[src/rtl/core/crmb_pkg.sv]
`timescale 1ns / 1ps
package crmb_pkg;

	localparam int MAX_ITERATIONS = 30;
	localparam int ITER_W = 6;
	localparam int QUEUE_DEPTH = 2;
	localparam int QPTR_W = $clog2(QUEUE_DEPTH);

	typedef logic signed [63:0] s64_t;
	typedef logic signed [47:0] s48_t;

	localparam s64_t S64_MAX = 64'sh7FFF_FFFF_FFFF_FFFF;
	localparam s64_t S64_MIN = 64'sh8000_0000_0000_0000;
	localparam s64_t MAX48 = 64'sh0000_7FFF_FFFF_FFFF;
	localparam s64_t MIN48 = 64'shFFFF_8000_0000_0000;
	localparam s64_t ONE_Q32 = 64'sh0000_0001_0000_0000;
	localparam s64_t TWO_EPS_Q40 = 64'sd65971;

	localparam logic [1:0] STAT_OK = 2'd0;
	localparam logic [1:0] STAT_NO_BRACKET = 2'd1;
	localparam logic [1:0] STAT_NO_CONV = 2'd2;

	localparam logic [2:0] REG_COEF_CONSTANT = 3'd0;
	localparam logic [2:0] REG_COEF_LINEAR = 3'd1;
	localparam logic [2:0] REG_COEF_SQUARE = 3'd2;
	localparam logic [2:0] REG_COEF_CUBE = 3'd3;
	localparam logic [2:0] REG_RANGE_WEIGHT = 3'd4;
	localparam logic [2:0] REG_TOLERANCE = 3'd5;
	localparam logic [2:0] REG_SEARCH_LOW = 3'd6;
	localparam logic [2:0] REG_SEARCH_HIGH = 3'd7;

	localparam logic [5:0] SH_CUBE = 6'd19;
	localparam logic [5:0] SH_SQUARE = 6'd36;
	localparam logic [5:0] SH_LINEAR = 6'd40;
	localparam logic [5:0] SH_EPS = 6'd40;
	localparam logic [5:0] SH_Q32 = 6'd32;
	localparam logic [5:0] SH_WEIGHT = 6'd16;

	typedef struct packed {
		s64_t coef_constant;
		s64_t coef_linear;
		s64_t coef_square;
		s64_t coef_cube;
		logic [31:0] range_weight;
		logic [31:0] tolerance;
		s48_t search_low;
		s48_t search_high;
	} cfg_t;

	typedef struct packed {
		logic inverse;
		s48_t distance;
		s64_t scaled;
	} item_t;

	typedef struct packed {
		logic start;
		logic [5:0] shift;
		s64_t x;
		s64_t y;
	} op_req_t;

	typedef struct packed {
		logic done;
		s64_t value;
	} op_rsp_t;

	function automatic logic [63:0] mag64(input s64_t x);
		logic [63:0] u;
		u = x;
		return x[63] ? (~u + 64'd1) : u;
	endfunction

	function automatic s64_t sadd64(input s64_t a, input s64_t b);
		logic signed [64:0] s;
		s = {a[63], a} + {b[63], b};
		if (s[64] != s[63]) return s[64] ? S64_MIN : S64_MAX;
		return s[63:0];
	endfunction

	function automatic s64_t ssub64(input s64_t a, input s64_t b);
		logic signed [64:0] s;
		s = {a[63], a} - {b[63], b};
		if (s[64] != s[63]) return s[64] ? S64_MIN : S64_MAX;
		return s[63:0];
	endfunction

	function automatic s64_t sabs64(input s64_t x);
		return x[63] ? ssub64(64'sd0, x) : x;
	endfunction

	function automatic s48_t clamp48(input s64_t x);
		if (x > MAX48) return MAX48[47:0];
		if (x < MIN48) return MIN48[47:0];
		return x[47:0];
	endfunction

	function automatic s64_t sx48(input s48_t v);
		return {{16{v[47]}}, v};
	endfunction

	function automatic logic same_sign(input s64_t a, input s64_t b);
		return (a > 64'sd0 && b > 64'sd0) || (a < 64'sd0 && b < 64'sd0);
	endfunction

endpackage

[src/rtl/core/crmb_front.sv]
`timescale 1ns / 1ps
module crmb_front (
	input  logic                clk,
	input  logic                arst_n,
	input  logic                s_valid,
	output logic                s_ready,
	input  logic                s_kind,
	input  crmb_pkg::s48_t      s_dist,
	output logic                push,
	input  logic                push_ready,
	output crmb_pkg::item_t     push_data
);

	logic            valid_q;
	crmb_pkg::item_t item_q;
	crmb_pkg::s64_t  x64;
	crmb_pkg::s64_t  x1000;

	// x * 1000 = x*1024 - x*16 - x*8
	assign x64 = crmb_pkg::sx48(s_dist);
	assign x1000 = (x64 <<< 10) - (x64 <<< 4) - (x64 <<< 3);

	assign s_ready = !valid_q || push_ready;
	assign push = valid_q;
	assign push_data = item_q;

	always_ff @(posedge clk or negedge arst_n) begin
		if (!arst_n) begin
			valid_q <= 1'b0;
		end else begin
			if (s_valid && s_ready) begin
				valid_q <= 1'b1;
			end else if (push_ready) begin
				valid_q <= 1'b0;
			end
		end
	end

	always_ff @(posedge clk) begin
		if (s_valid && s_ready) begin
			item_q.inverse <= s_kind;
			item_q.distance <= s_dist;
			item_q.scaled <= x1000;
		end
	end

endmodule

[config.mk]
export PLATFORM = sky130hd
export DESIGN_NAME = crmb_front
export DESIGN_NICKNAME = d
export VERILOG_FILES = /design/src/rtl/core/crmb_pkg.sv /design/src/rtl/core/crmb_front.sv
export SDC_FILE = /design/constraint.sdc
export NUM_CORES = 1
export LEC_CHECK = 0
export BUFFER_PORTS_ARGS = -buffer_cell sky130_fd_sc_hd__buf_2
export CORE_ASPECT_RATIO = 0.7
export CORE_MARGIN = 1.5
export CORE_UTILIZATION = 60
export CTS_CLUSTER_DIAMETER = 200
export CTS_CLUSTER_SIZE = 10
export DETAILED_ROUTE_END_ITERATION = 12
export MAX_ROUTING_LAYER = met4
export PLACE_DENSITY = 0.85
export RECOVER_POWER = 25
export SETUP_SLACK_MARGIN = 0.05
export SLEW_MARGIN = 25
export SYNTH_ARGS = -nofsm -noshare
export SYNTH_HDL_FRONTEND = slang
export SYNTH_SLANG_ARGS = --single-unit
[constraint.sdc]
create_clock -name clk -period 7.15 [get_ports clk]
set_clock_uncertainty 0.2 [all_clocks]
set_input_delay 0.3575 -clock clk [delete_from_list [all_inputs] [get_ports clk]]
set_output_delay 0.3575 -clock clk [all_outputs]
set_load 0.03 [all_outputs]
==> reports/metrics.yaml <==
status: "finished, final reports clean"
grt_pass1_wl_microns: 30300
syn_avg_cell_area_sq_um: 10.8
ys_types: 66
wl_per_cell_microns: 18.4
use_met2: 0.403
die_y_microns: 98.2
areaGrowthSynthToFinish_pct: 14.1
remaining_drc_errors: 0
cts_max_level: 3
grt.busiest_layer: "met1"
grt_usage: 0.290
drv_slew: 0
post_cts_buffers: 0
finalCritPeriodShare: 0.566
gp_congestion: 0.951
total_power_mw: 2.33
final.setup.worst_slack_ns: 3.10
slew_headroom: 0.482
synth_warnings: 0
via_per_inst: 6.07
vias: 6304
num-fill-cells: 991
fin_crit_ns: 4.05
tightest_slew_ns: 0.777
first_pass_iters: 6
dieArea_sq_um: 13700
grt_max_degree: 63
slowest_stage: "fa_1"
path_max_fanout: 7
startpoint_type: "primary input"
multi_input_area_sq_um: 4200
drive_gt1_frac: 0.146
initial_utilization: 0.621
grt_remaining_overflow: 0
clock_latency_ns: 0.34
place_hpwl_microns: 15200
max_stage_delay_ns: 0.56
final_cell_mix: "105 x edfxtp_1, 88 x buf_2, 77 x clkbuf_1"
ys_seq_area_frac: 0.409
routed_wl_microns: 19100
hp-class: "primary input to flip-flop"
synth_top_cell_by_area: "edfxtp_1"
ctsResizeCount: 0
fin_setup_tns_ns: 0
fin_util: 0.709
p_leak_nw: 3.66
path_buf_inv: 3
synth_edf_count: 105
cp-end-kind: "flip-flop"
syn_inst: 718
grt_use_met3: 0.0495
setup_violations: 0
cts.sinks: 106
die_w_microns: 139
path_cells: "clkbuf_1 > inv_1 > fa_1 > inv_1 > ha_1 > o211ai_1 > o21ai_1 > o21ai_1 > o21ai_2 > nand4_1 > nor2b_1 > o41ai_2 > a41oi_1 > a221o_1"
irDropWorstVdd_v: 0.000173
core_area_sq_um: 12500
ys.flop_type: "edfxtp_1"
holdWs_ns: 0.0276
numCtsBuffers: 9
place_ws_ns: 3.01
cpLargestDelayFamily: "compound AO/OA/AOI/OAI gates"
clock_path_buffers: 2
synth.top_cell.area_share: 0.406
cts_tree: "yes"
diodes: 0
detail-route-antenna-nets: 0
grt_pass1_vias: 5815
buffer_ports.inserted: 164
synth.area.top_cells: "edfxtp_1 41%, fa_1 11%, ha_1 10%"
root_buffer: "clkbuf_16"
seqCellArea_sq_um: 3180
p_per_area_nw_per_um2: 263
cp.required_ns: 7.05
hold_viol: 0
fmax_mhz: 247
synth_seq_cells: 106
path_class: "primary input to flip-flop"
drtIter0Drc: 794
std_cell_rows: 34
ys_async_sr_fraction: 0.00943
io_pins: 168
antenna_found_initial: 0
crit_arrival_ns: 3.95
maxCapViolCount: 0
layout_commonest_cell: "edfxtp_1"
grt_use_met1: 0.453
nets: 1028
syn-cell-area_sq_um: 7770
clk_pin_slew_worst_paths_ns: 0.07
rsz0062_at_grt: "no"
[final timing paths]
| check | slack [ns] | to | cells after the start | startpoint |
|---|---|---|---|---|
| max | 3.10 | push_data[62]$_DFFE_PP_ | 14 | s_dist[0] |
| min | 0.03 | push$_DFFE_PN0P_ | 2 | s_valid |
| max reg2reg | 4.75 | push_data[93]$_DFFE_PP_ | 3 | push$_DFFE_PN0P_ |
| min reg2reg | 0.36 | push$_DFFE_PN0P_ | 2 | push$_DFFE_PN0P_ |
| max in group asynchronous | 6.52 | push$_DFFE_PN0P_ | 2 | arst_n |
| min in group asynchronous | 0.12 | push$_DFFE_PN0P_ | 2 | arst_n |
[timing repair]
| action | 4_1_cts | 5_1_grt |
|---|---|---|
| hold endpoints to repair | 3 | 0 |
| setup endpoints to repair | 0 | 0 |
| hold buffers | 3 | 0 |
[where the power goes]
part           switching, mW  internal [mW]  total (mW)
Combinational          0.706          0.343        1.05
Sequential            0.0183          0.805       0.824
Clock                  0.224          0.237       0.461
[sequential cells by signal, indices dropped and copies added, names as in the netlist]
register and count:
push_data 105, push 1
[through the flow]
stage / area [sq um] / cells
CTS: 8970 / 1039
finish: 8870 / 1039
floorplan: 7780 / 720
detailed placement: 8670 / 1020
global route: 8870 / 1039
global placement: 8670 / 1020
[synthesized netlist by cell type, types with 2 or more instances]
| cell type | number |
|---|---|
| edfxtp_1 | 105 |
| a21oi_1 | 68 |
| inv_1 | 67 |
| ha_1 | 62 |
| nand2_1 | 46 |
| fa_1 | 41 |
| o21ai_0 | 40 |
| nor2_1 | 35 |
| xnor2_1 | 27 |
| xor2_1 | 23 |
| nand4_1 | 19 |
| a21o_1 | 17 |
| o21bai_1 | 13 |
| nand3_1 | 10 |
| clkbuf_1 | 9 |
| buf_4 | 8 |
| nor3_1 | 8 |
| and3_1 | 7 |
| buf_2 | 7 |
| nand2b_1 | 7 |
| o21ai_1 | 7 |
| a31oi_1 | 6 |
| nor2b_1 | 6 |
| o211ai_1 | 6 |
| o21a_1 | 6 |
| and2_1 | 5 |
| a211oi_1 | 4 |
| a21oi_2 | 4 |
| a41oi_1 | 3 |
| clkbuf_2 | 3 |
| nor3b_1 | 3 |
| o41ai_2 | 3 |
| a21boi_0 | 2 |
| and4_1 | 2 |
| nand3b_1 | 2 |
| nor3_2 | 2 |
| o211ai_2 | 2 |
| o21ai_2 | 2 |
| o22ai_1 | 2 |
| o31ai_1 | 2 |
| or2_2 | 2 |
[layer usage]
layer	routed length [microns]	share of wire
met4	133	0.0069
met1	9070	0.47
met5	0	0
met3	1790	0.093
met2	8140	0.43
[area by class of cell]
class	count	area share
clock buffer	10	0.0258
clock inverter	6	0.00480
inverter	67	0.0284
multi-input combinational	520	0.474
sequential	106	0.358
tap	162	0.0229
timing repair buffer	168	0.0861
[cells by family (layout without fill, tap and decap cells)]
group | count (synthesis) | count (layout) | synth area share
buffers and inverters | 94 | 251 | 0.0509
muxes | 1 | 1 | 0.00145
AOI/OAI and AO/OA | 202 | 202 | 0.170
xor gates and xnor gates | 51 | 51 | 0.0585
and+or+nand+nor | 160 | 160 | 0.104
other | 1 | 3 | 0.000483
DFF | 106 | 106 | 0.409
adders and majority gates | 103 | 103 | 0.205
Note: power is estimated with default switching activity, not from simulation.
