File: config.mk
export PLATFORM = sky130hd
export DESIGN_NAME = crmb_fifo
export DESIGN_NICKNAME = d
export VERILOG_FILES = /design/src/rtl/core/crmb_pkg.sv /design/src/rtl/core/crmb_fifo.sv
export SDC_FILE = /design/constraint.sdc
export NUM_CORES = 1
export LEC_CHECK = 0
export BUFFER_PORTS_ARGS = -buffer_cell sky130_fd_sc_hd__clkbuf_2
export CORE_UTILIZATION = 50
export DETAILED_ROUTE_END_ITERATION = 6
export GPL_ROUTABILITY_DRIVEN = 0
export PLACE_DENSITY_LB_ADDON = 0.3
export SLEW_MARGIN = 20
export SYNTH_ARGS = -nofsm -noshare
export SYNTH_HDL_FRONTEND = slang
export SYNTH_SLANG_ARGS = --single-unit
File: constraint.sdc
create_clock -name clk -period 6.6 [get_ports clk]
set_clock_uncertainty 0.2 [all_clocks]
set_input_delay 0.99 -clock clk [delete_from_list [all_inputs] [get_ports clk]]
set_output_delay 0.99 -clock clk [all_outputs]
set_load 0.1 [all_outputs]
File: src/rtl/core/crmb_pkg.sv
`timescale 1ns / 1ps
package crmb_pkg;

	localparam int MAX_ITERATIONS = 30;
	localparam int ITER_W = 6;
	localparam int QUEUE_DEPTH = 2;
	localparam int QPTR_W = $clog2(QUEUE_DEPTH);

	typedef logic signed [63:0] s64_t;
	typedef logic signed [47:0] s48_t;

	localparam s64_t S64_MAX = 64'sh7FFF_FFFF_FFFF_FFFF;
	localparam s64_t S64_MIN = 64'sh8000_0000_0000_0000;
	localparam s64_t MAX48 = 64'sh0000_7FFF_FFFF_FFFF;
	localparam s64_t MIN48 = 64'shFFFF_8000_0000_0000;
	localparam s64_t ONE_Q32 = 64'sh0000_0001_0000_0000;
	localparam s64_t TWO_EPS_Q40 = 64'sd65971;

	localparam logic [1:0] STAT_OK = 2'd0;
	localparam logic [1:0] STAT_NO_BRACKET = 2'd1;
	localparam logic [1:0] STAT_NO_CONV = 2'd2;

	localparam logic [2:0] REG_COEF_CONSTANT = 3'd0;
	localparam logic [2:0] REG_COEF_LINEAR = 3'd1;
	localparam logic [2:0] REG_COEF_SQUARE = 3'd2;
	localparam logic [2:0] REG_COEF_CUBE = 3'd3;
	localparam logic [2:0] REG_RANGE_WEIGHT = 3'd4;
	localparam logic [2:0] REG_TOLERANCE = 3'd5;
	localparam logic [2:0] REG_SEARCH_LOW = 3'd6;
	localparam logic [2:0] REG_SEARCH_HIGH = 3'd7;

	localparam logic [5:0] SH_CUBE = 6'd19;
	localparam logic [5:0] SH_SQUARE = 6'd36;
	localparam logic [5:0] SH_LINEAR = 6'd40;
	localparam logic [5:0] SH_EPS = 6'd40;
	localparam logic [5:0] SH_Q32 = 6'd32;
	localparam logic [5:0] SH_WEIGHT = 6'd16;

	typedef struct packed {
		s64_t coef_constant;
		s64_t coef_linear;
		s64_t coef_square;
		s64_t coef_cube;
		logic [31:0] range_weight;
		logic [31:0] tolerance;
		s48_t search_low;
		s48_t search_high;
	} cfg_t;

	typedef struct packed {
		logic inverse;
		s48_t distance;
		s64_t scaled;
	} item_t;

	typedef struct packed {
		logic start;
		logic [5:0] shift;
		s64_t x;
		s64_t y;
	} op_req_t;

	typedef struct packed {
		logic done;
		s64_t value;
	} op_rsp_t;

	function automatic logic [63:0] mag64(input s64_t x);
		logic [63:0] u;
		u = x;
		return x[63] ? (~u + 64'd1) : u;
	endfunction

	function automatic s64_t sadd64(input s64_t a, input s64_t b);
		logic signed [64:0] s;
		s = {a[63], a} + {b[63], b};
		if (s[64] != s[63]) return s[64] ? S64_MIN : S64_MAX;
		return s[63:0];
	endfunction

	function automatic s64_t ssub64(input s64_t a, input s64_t b);
		logic signed [64:0] s;
		s = {a[63], a} - {b[63], b};
		if (s[64] != s[63]) return s[64] ? S64_MIN : S64_MAX;
		return s[63:0];
	endfunction

	function automatic s64_t sabs64(input s64_t x);
		return x[63] ? ssub64(64'sd0, x) : x;
	endfunction

	function automatic s48_t clamp48(input s64_t x);
		if (x > MAX48) return MAX48[47:0];
		if (x < MIN48) return MIN48[47:0];
		return x[47:0];
	endfunction

	function automatic s64_t sx48(input s48_t v);
		return {{16{v[47]}}, v};
	endfunction

	function automatic logic same_sign(input s64_t a, input s64_t b);
		return (a > 64'sd0 && b > 64'sd0) || (a < 64'sd0 && b < 64'sd0);
	endfunction

endpackage

File: src/rtl/core/crmb_fifo.sv
`timescale 1ns / 1ps
module crmb_fifo (
	input  logic             clk,
	input  logic             arst_n,
	input  logic             push,
	output logic             push_ready,
	input  crmb_pkg::item_t  push_data,
	output logic             pop_valid,
	input  logic             pop,
	output crmb_pkg::item_t  pop_data
);

	crmb_pkg::item_t                mem_q [crmb_pkg::QUEUE_DEPTH];
	logic [crmb_pkg::QPTR_W-1:0]    wptr_q;
	logic [crmb_pkg::QPTR_W-1:0]    rptr_q;
	logic [crmb_pkg::QPTR_W:0]      count_q;
	logic                           do_push;
	logic                           do_pop;

	assign push_ready = count_q != (crmb_pkg::QPTR_W + 1)'(crmb_pkg::QUEUE_DEPTH);
	assign pop_valid = count_q != '0;
	assign pop_data = mem_q[rptr_q];
	assign do_push = push && push_ready;
	assign do_pop = pop && pop_valid;

	always_ff @(posedge clk or negedge arst_n) begin
		if (!arst_n) begin
			wptr_q <= '0;
			rptr_q <= '0;
			count_q <= '0;
		end else begin
			if (do_push) wptr_q <= wptr_q + 1'b1;
			if (do_pop) rptr_q <= rptr_q + 1'b1;
			if (do_push && !do_pop) begin
				count_q <= count_q + 1'b1;
			end else if (do_pop && !do_push) begin
				count_q <= count_q - 1'b1;
			end
		end
	end

	always_ff @(posedge clk) begin
		if (do_push) mem_q[wptr_q] <= push_data;
	end

endmodule

==> impl_metrics.json, run 1 <==
{
  "outcome": "finished clean",
  "syn-cell-area_sq_mm": 0.00860,
  "yosys_warnings": 0,
  "io_buffers": 231,
  "grt_pass1_vias": 4461,
  "clk_path_buf_depth": 3,
  "synth.distinct_cells": 16,
  "numClockSinks": 230,
  "holdBufCountCts": 0,
  "setup_viol": 0,
  "worstRegToRegCells": 3,
  "cp_num_buf_inv": 2,
  "yosysMostFrequentCell": "edfxtp_1",
  "cpPeakStageDelay_ns": 0.88,
  "routed_wl_mm": 14.8,
  "drt_iter0_drc": 219,
  "cp-end-kind": "output port",
  "postSynthAreaPerCell_sq_um": 23.2,
  "synth-edff-count": 226,
  "synth_area_leaders": "edfxtp_1 79%, mux2_4 10%, mux2_2 6.9%, dfrtp_1 1.2%, buf_6 0.92%",
  "chipHeight_um": 133,
  "dp_hpwl_mm": 9.87,
  "worstPathArrival_ns": 2.80,
  "post-route-min-period_ns": 3.99,
  "r2r_end": "mem_q[1][84]",
  "drive_above_1_share_pct": 60.2,
  "vias": 4229,
  "setup_tns_ns": 0,
  "n_fill_cell": 1219,
  "grt_usage_pct": 16.6,
  "post_cts_buffers": 0,
  "slowest_stage": "dfrtp_4",
  "ios": 232,
  "numCtsBuffers": 22,
  "min_path_type": "in2async",
  "layout.nets": 735,
  "root_buffer": "clkbuf_16",
  "min_period_over_period_pct": 60.5,
  "path_cells": "buf_4 -> mux2_4 -> clkbuf_2",
  "async_flop_share_pct": 1.74,
  "hold_viol_final": 0,
  "via_per_inst": 4.98,
  "overflow": 0,
  "antenna_found_initial": 0,
  "path_class": "reg2out",
  "drt_first_pass_iters": 4,
  "timing.fmax_mhz": 251,
  "crit_start": "rptr_q",
  "synth_top_cell_area_share_pct": 78.9,
  "num_rows": 47,
  "diodes": 0,
  "routedWlPerCell_um": 17.4,
  "cts_resized": 0,
  "clk_pin_slew_ns": 0.06,
  "syn-num-nets": 488,
  "slew_viol_final": 0,
  "clock_latency_ns": 0.49,
  "ys_seq_area_share_pct": 80.1,
  "synthFlopType": "edfxtp_1",
  "critical_path.top_delay_family": "buffers and inverters",
  "synthToLayoutAreaGrowth_pct": 23.2,
  "tightestPinTransition_ns": 0.882,
  "ys_ff_latch": 230,
  "grt_max_degree": 64,
  "rrSetupSlack_ns": 3.90,
  "die-area_sq_mm": 0.0177,
  "cp_max_fo": 45,
  "core-area_sq_mm": 0.0167,
  "tritoncts": "done",
  "rsz0062_at_grt": "no",
  "setup.worst_path.start_class": "register",
  "chipWidth_um": 133,
  "route.detailed.drc": 0,
  "synthTopCellsByCount": "226 x edfxtp_1, 60 x mux2_4, 53 x mux2_2, 7 x buf_6, 5 x buf_2",
  "htree_levels": 1,
  "max_slew_margin_pct": 41.2,
  "start_util_pct": 51.5,
  "multi_input_area_sq_mm": 0.00160,
  "maxCapViolCount": 0,
  "ant_nets": 0,
  "ff_latch_area_sq_mm": 0.00689,
  "grt_pass1_wl_mm": 22.8,
  "synth_cells": 370,
  "r2r-start": "count_q[0]",
  "yosys.area.top_type": "edfxtp_1",
  "worstPathRequired_ns": 5.41
}
==> worst max path at each step <==
stage | depth (start not counted) | end
2_1_floorplan | 3 | mem_q[0][0]
3_3_place_gp | 3 | pop_data[41]
3_5_place_dp | 3 | pop_data[33]
4_1_cts | 3 | pop_data[33]
5_1_grt | 3 | pop_data[33]
6_report | 3 | pop_data[41]
==> sequential cells by signal, indices dropped and copies added (netlist names) <==
name / cells
mem_q: 226
wptr_q: 1
rptr_q: 1
count_q: 2
==> routing by layer <==
metal / vias to the layer above / track usage [%] / wire [um]
met5: - / 0 / 0
met4: 0 / 5.56 / 277
met1: 2062 / 20.1 / 5920
met2: 186 / 28.1 / 7150
li1: 1952 / - / -
met3: 29 / 5.52 / 1440
==> logic make-up after synthesis <==
group                      synth area share, %
adders and majority gates                0.146
xor gates and xnor gates                 0.509
and+or+nand+nor                          0.393
buffers and inverters                     1.43
DFF                                       80.1
muxes                                     17.4
==> layout make-up <==
type / count / share of cell area, %
clock buffer: 28 / 5.61
clock inverter: 9 / 0.354
sequential: 230 / 65.0
inverter: 1 / 0.0354
timing repair buffer: 236 / 11.3
multi-input combinational: 126 / 15.1
tap: 220 / 2.60
==> metrics by stage <==
| stage | worst slack [ns] | std cells | cell area (sq um) | hold WS, ns | utilization (%) |
|---|---|---|---|---|---|
| detailed placement | 3.10 | 813 | 9960 | 0.293 | 59.7 |
| CTS | 2.55 | 850 | 10600 | 0.0789 | 63.4 |
| floorplan | 1.52 | 370 | 8600 | 0.256 | - |
| finish | 2.61 | 850 | 10600 | 0.0999 | 63.4 |
| global route | 2.48 | 850 | 10600 | 0.0876 | 63.4 |
| global placement | 3.12 | 813 | 9960 | 0.272 | 59.7 |
==> layout by cell type, fill, tap and decap left out, types with 2 or more instances in the layout <==
master,synthesis,final
clkbuf_2,0,231
edfxtp_1,226,226
mux2_4,60,60
mux2_2,53,53
clkbuf_16,0,23
clkinv_1,0,6
clkbuf_1,0,5
buf_4,0,5
xnor2_1,3,3
clkinv_2,0,3
dfrtp_1,4,3
nand2_1,2,2
xor2_1,2,2
Power of run 1 is not shown: default switching activity piles up to over one toggle a cycle in this logic, so the estimate is an artifact.
==> run 2: changes to the inputs <==
--- a/config.mk
+++ b/config.mk
@@ -5,6 +5,7 @@
 export SDC_FILE = /design/constraint.sdc
 export NUM_CORES = 1
 export LEC_CHECK = 0
+export ABC_AREA = 1
 export BUFFER_PORTS_ARGS = -buffer_cell sky130_fd_sc_hd__clkbuf_2
 export CORE_UTILIZATION = 50
 export DETAILED_ROUTE_END_ITERATION = 6
==> constraint.sdc (replaced) <==
create_clock -name clk -period 4 [get_ports clk]
set_clock_uncertainty 0.2 [all_clocks]
set_input_delay 0.6 -clock clk [delete_from_list [all_inputs] [get_ports clk]]
set_output_delay 0.6 -clock clk [all_outputs]
set_load 0.1 [all_outputs]
==> run 2 against run 1 <==
Against the previous run: clock-buffer cell count down 1; global-route usage increased by 1.9 points; non-clock buffer count up 4; critical endpoint is now pop_data[83]; via count increased by 22%; hold slack got worse by 0.013 ns; die area down 1.6%; setup slack worse by 1.8 ns; register-to-register slack lost 2.0 ns.
==> impl_metrics.json, run 2 <==
{
  "outcome": "finished clean",
  "drt_first_pass_iters": 4,
  "cpPeakStageDelay_ns": 0.49,
  "synthFlopType": "edfxtp_1",
  "clk_path_buf_depth": 3,
  "top_layer": "met4",
  "via_per_inst": 4.73,
  "post-route-min-period_ns": 3.23,
  "syn-cell-area_sq_mm": 0.00846,
  "yosys_warnings": 0,
  "synth_top_cell_area_share_pct": 80.2,
  "numClockSinks": 230,
  "dp_hpwl_mm": 9.92,
  "io_buffers": 231,
  "setup_viol": 0,
  "max_slew_margin_pct": 45.5,
  "diodes": 0,
  "htree_levels": 1,
  "rsz0062_at_grt": "no",
  "drt-met1-wl_mm": 6.58,
  "cts_resized": 0,
  "ant_nets": 0,
  "maxCapViolCount": 0,
  "top_register": "mem_q",
  "synthTopCellsByCount": "349 x nand2_1, 226 x edfxtp_1, 15 x buf_2, 8 x buf_6, 6 x inv_1",
  "worstPathRequired_ns": 3.20,
  "layout.nets": 977,
  "core-area_sq_mm": 0.0165,
  "chipHeight_um": 132,
  "yosysMostFrequentCell": "nand2_1",
  "path_class": "reg2out",
  "worst_path_most_repeated_cell": "nand2_1",
  "routed_wl_mm": 16.1,
  "holdBufCountCts": 1,
  "routedWlPerCell_um": 14.7,
  "num_rows": 47,
  "grt_usage_pct": 18.5,
  "clk_pin_slew_ns": 0.07,
  "wl_met3_mm": 1.06,
  "met2WireLength_mm": 8.04,
  "synth.distinct_cells": 14,
  "vias": 5179,
  "layout_commonest_cell": "nand2_1",
  "tightestPinTransition_ns": 0.817,
  "whs_ns": 0.0872,
  "slew_viol_final": 0,
  "drt_iter0_drc": 351,
  "slowest_stage": "dfrtp_4",
  "synth_area_leaders": "edfxtp_1 80%, nand2_1 15%, dfrtp_1 1.2%, buf_6 1.1%, buf_2 0.89%",
  "yosys.area.top_type": "edfxtp_1",
  "post_cts_buffers": 0,
  "cp_max_fo": 57,
  "overflow": 0,
  "die-area_sq_mm": 0.0174,
  "synth-edff-count": 226,
  "root_buffer": "clkbuf_16",
  "largest_reg_flops": 226,
  "cp-end-kind": "output port",
  "hold_viol_final": 0,
  "grt_pass1_vias": 4963,
  "grt_pass1_wl_mm": 25.2,
  "synthToLayoutAreaGrowth_pct": 24.3,
  "start_util_pct": 51.2,
  "post-route-util_pct": 63.6,
  "path_cells": "inv_4 -> buf_4 -> nand2_1 -> nand2_1 -> clkbuf_2",
  "drive_above_1_share_pct": 31.4,
  "setup.worst_path.start_class": "register",
  "min_period_over_period_pct": 80.6,
  "worstPathArrival_ns": 2.43,
  "numCtsBuffers": 23,
  "grt_max_degree": 61,
  "final_cell_mix": "349 x nand2_1, 231 x clkbuf_2, 226 x edfxtp_1",
  "ys_seq_area_share_pct": 81.4,
  "reg_top3": "mem_q x226, count_q x2",
  "postSynthAreaPerCell_sq_um": 13.7,
  "route.detailed.drc": 0,
  "ys_ff_latch": 230,
  "synth_cells": 619,
  "tritoncts": "done",
  "syn-num-nets": 737,
  "clock_latency_ns": 0.49,
  "async_flop_share_pct": 1.74,
  "timing.fmax_mhz": 310,
  "antenna_found_initial": 0,
  "chipWidth_um": 132,
  "min_path_type": "in2reg",
  "setup_tns_ns": 0,
  "ios": 232
}
==> run 2: per-stage QoR <==
step                instance area [sq um]  instances  setup slack [ns]
floorplan                            8460        619             -1.02
global placement                     9800       1053              1.32
detailed placement                   9800       1053              1.26
CTS                                 10500       1094             0.718
global route                        10500       1094             0.612
finish                              10500       1094             0.774
==> run 2: area by class of cell <==
| class | instances | area [sq um] |
|---|---|---|
| Fill cell | 1248 | 6010 |
| Clock inverter | 13 | 109 |
| Multi-Input combinational cell | 357 | 1380 |
| Timing Repair Buffer | 240 | 1240 |
| Clock buffer | 27 | 591 |
| Sequential cell | 230 | 6890 |
| Tap cell | 220 | 275 |
| Inverter | 7 | 28.8 |
==> run 2: logic make-up (layout without fill, tap and decap cells) <==
| group | count (synthesis) | in the layout | synth area share, % |
|---|---|---|---|
| XOR/XNOR | 2 | 2 | 0.207 |
| buffers and inverters | 32 | 287 | 2.47 |
| adder cells (fa/ha/maj) | 1 | 1 | 0.148 |
| flip-flops | 230 | 230 | 81.4 |
| AND/OR/NAND/NOR | 354 | 354 | 15.8 |
==> run 2: routing by layer <==
layer  track usage (%)  vias up
li1                  -     2572
met1              23.9     2388
met2              30.8      191
met3              4.08       28
met4              6.85        0
met5                 0        -
==> run 2: critical path: cells and delay by family (launching register included) <==
kind,cells,cell delay [ns]
buffers and inverters,3,1.25
DFF,1,0.49
and+or+nand+nor,2,0.17
==> run 2: final timing paths <==
path                               start           end  slack, ns  depth (start not counted)
min in group asynchronous         arst_n        rptr_q       0.28                          2
max in group asynchronous         arst_n        rptr_q       3.17                          2
setup reg to reg              count_q[0]  mem_q[1][82]       1.86                          5
setup / recovery                  rptr_q  pop_data[83]       0.77                          5
hold / removal             push_data[96]  mem_q[0][96]       0.09                          1
hold reg to reg               count_q[0]    count_q[0]       0.30                          1
Power of run 2 is left out for the same reason.
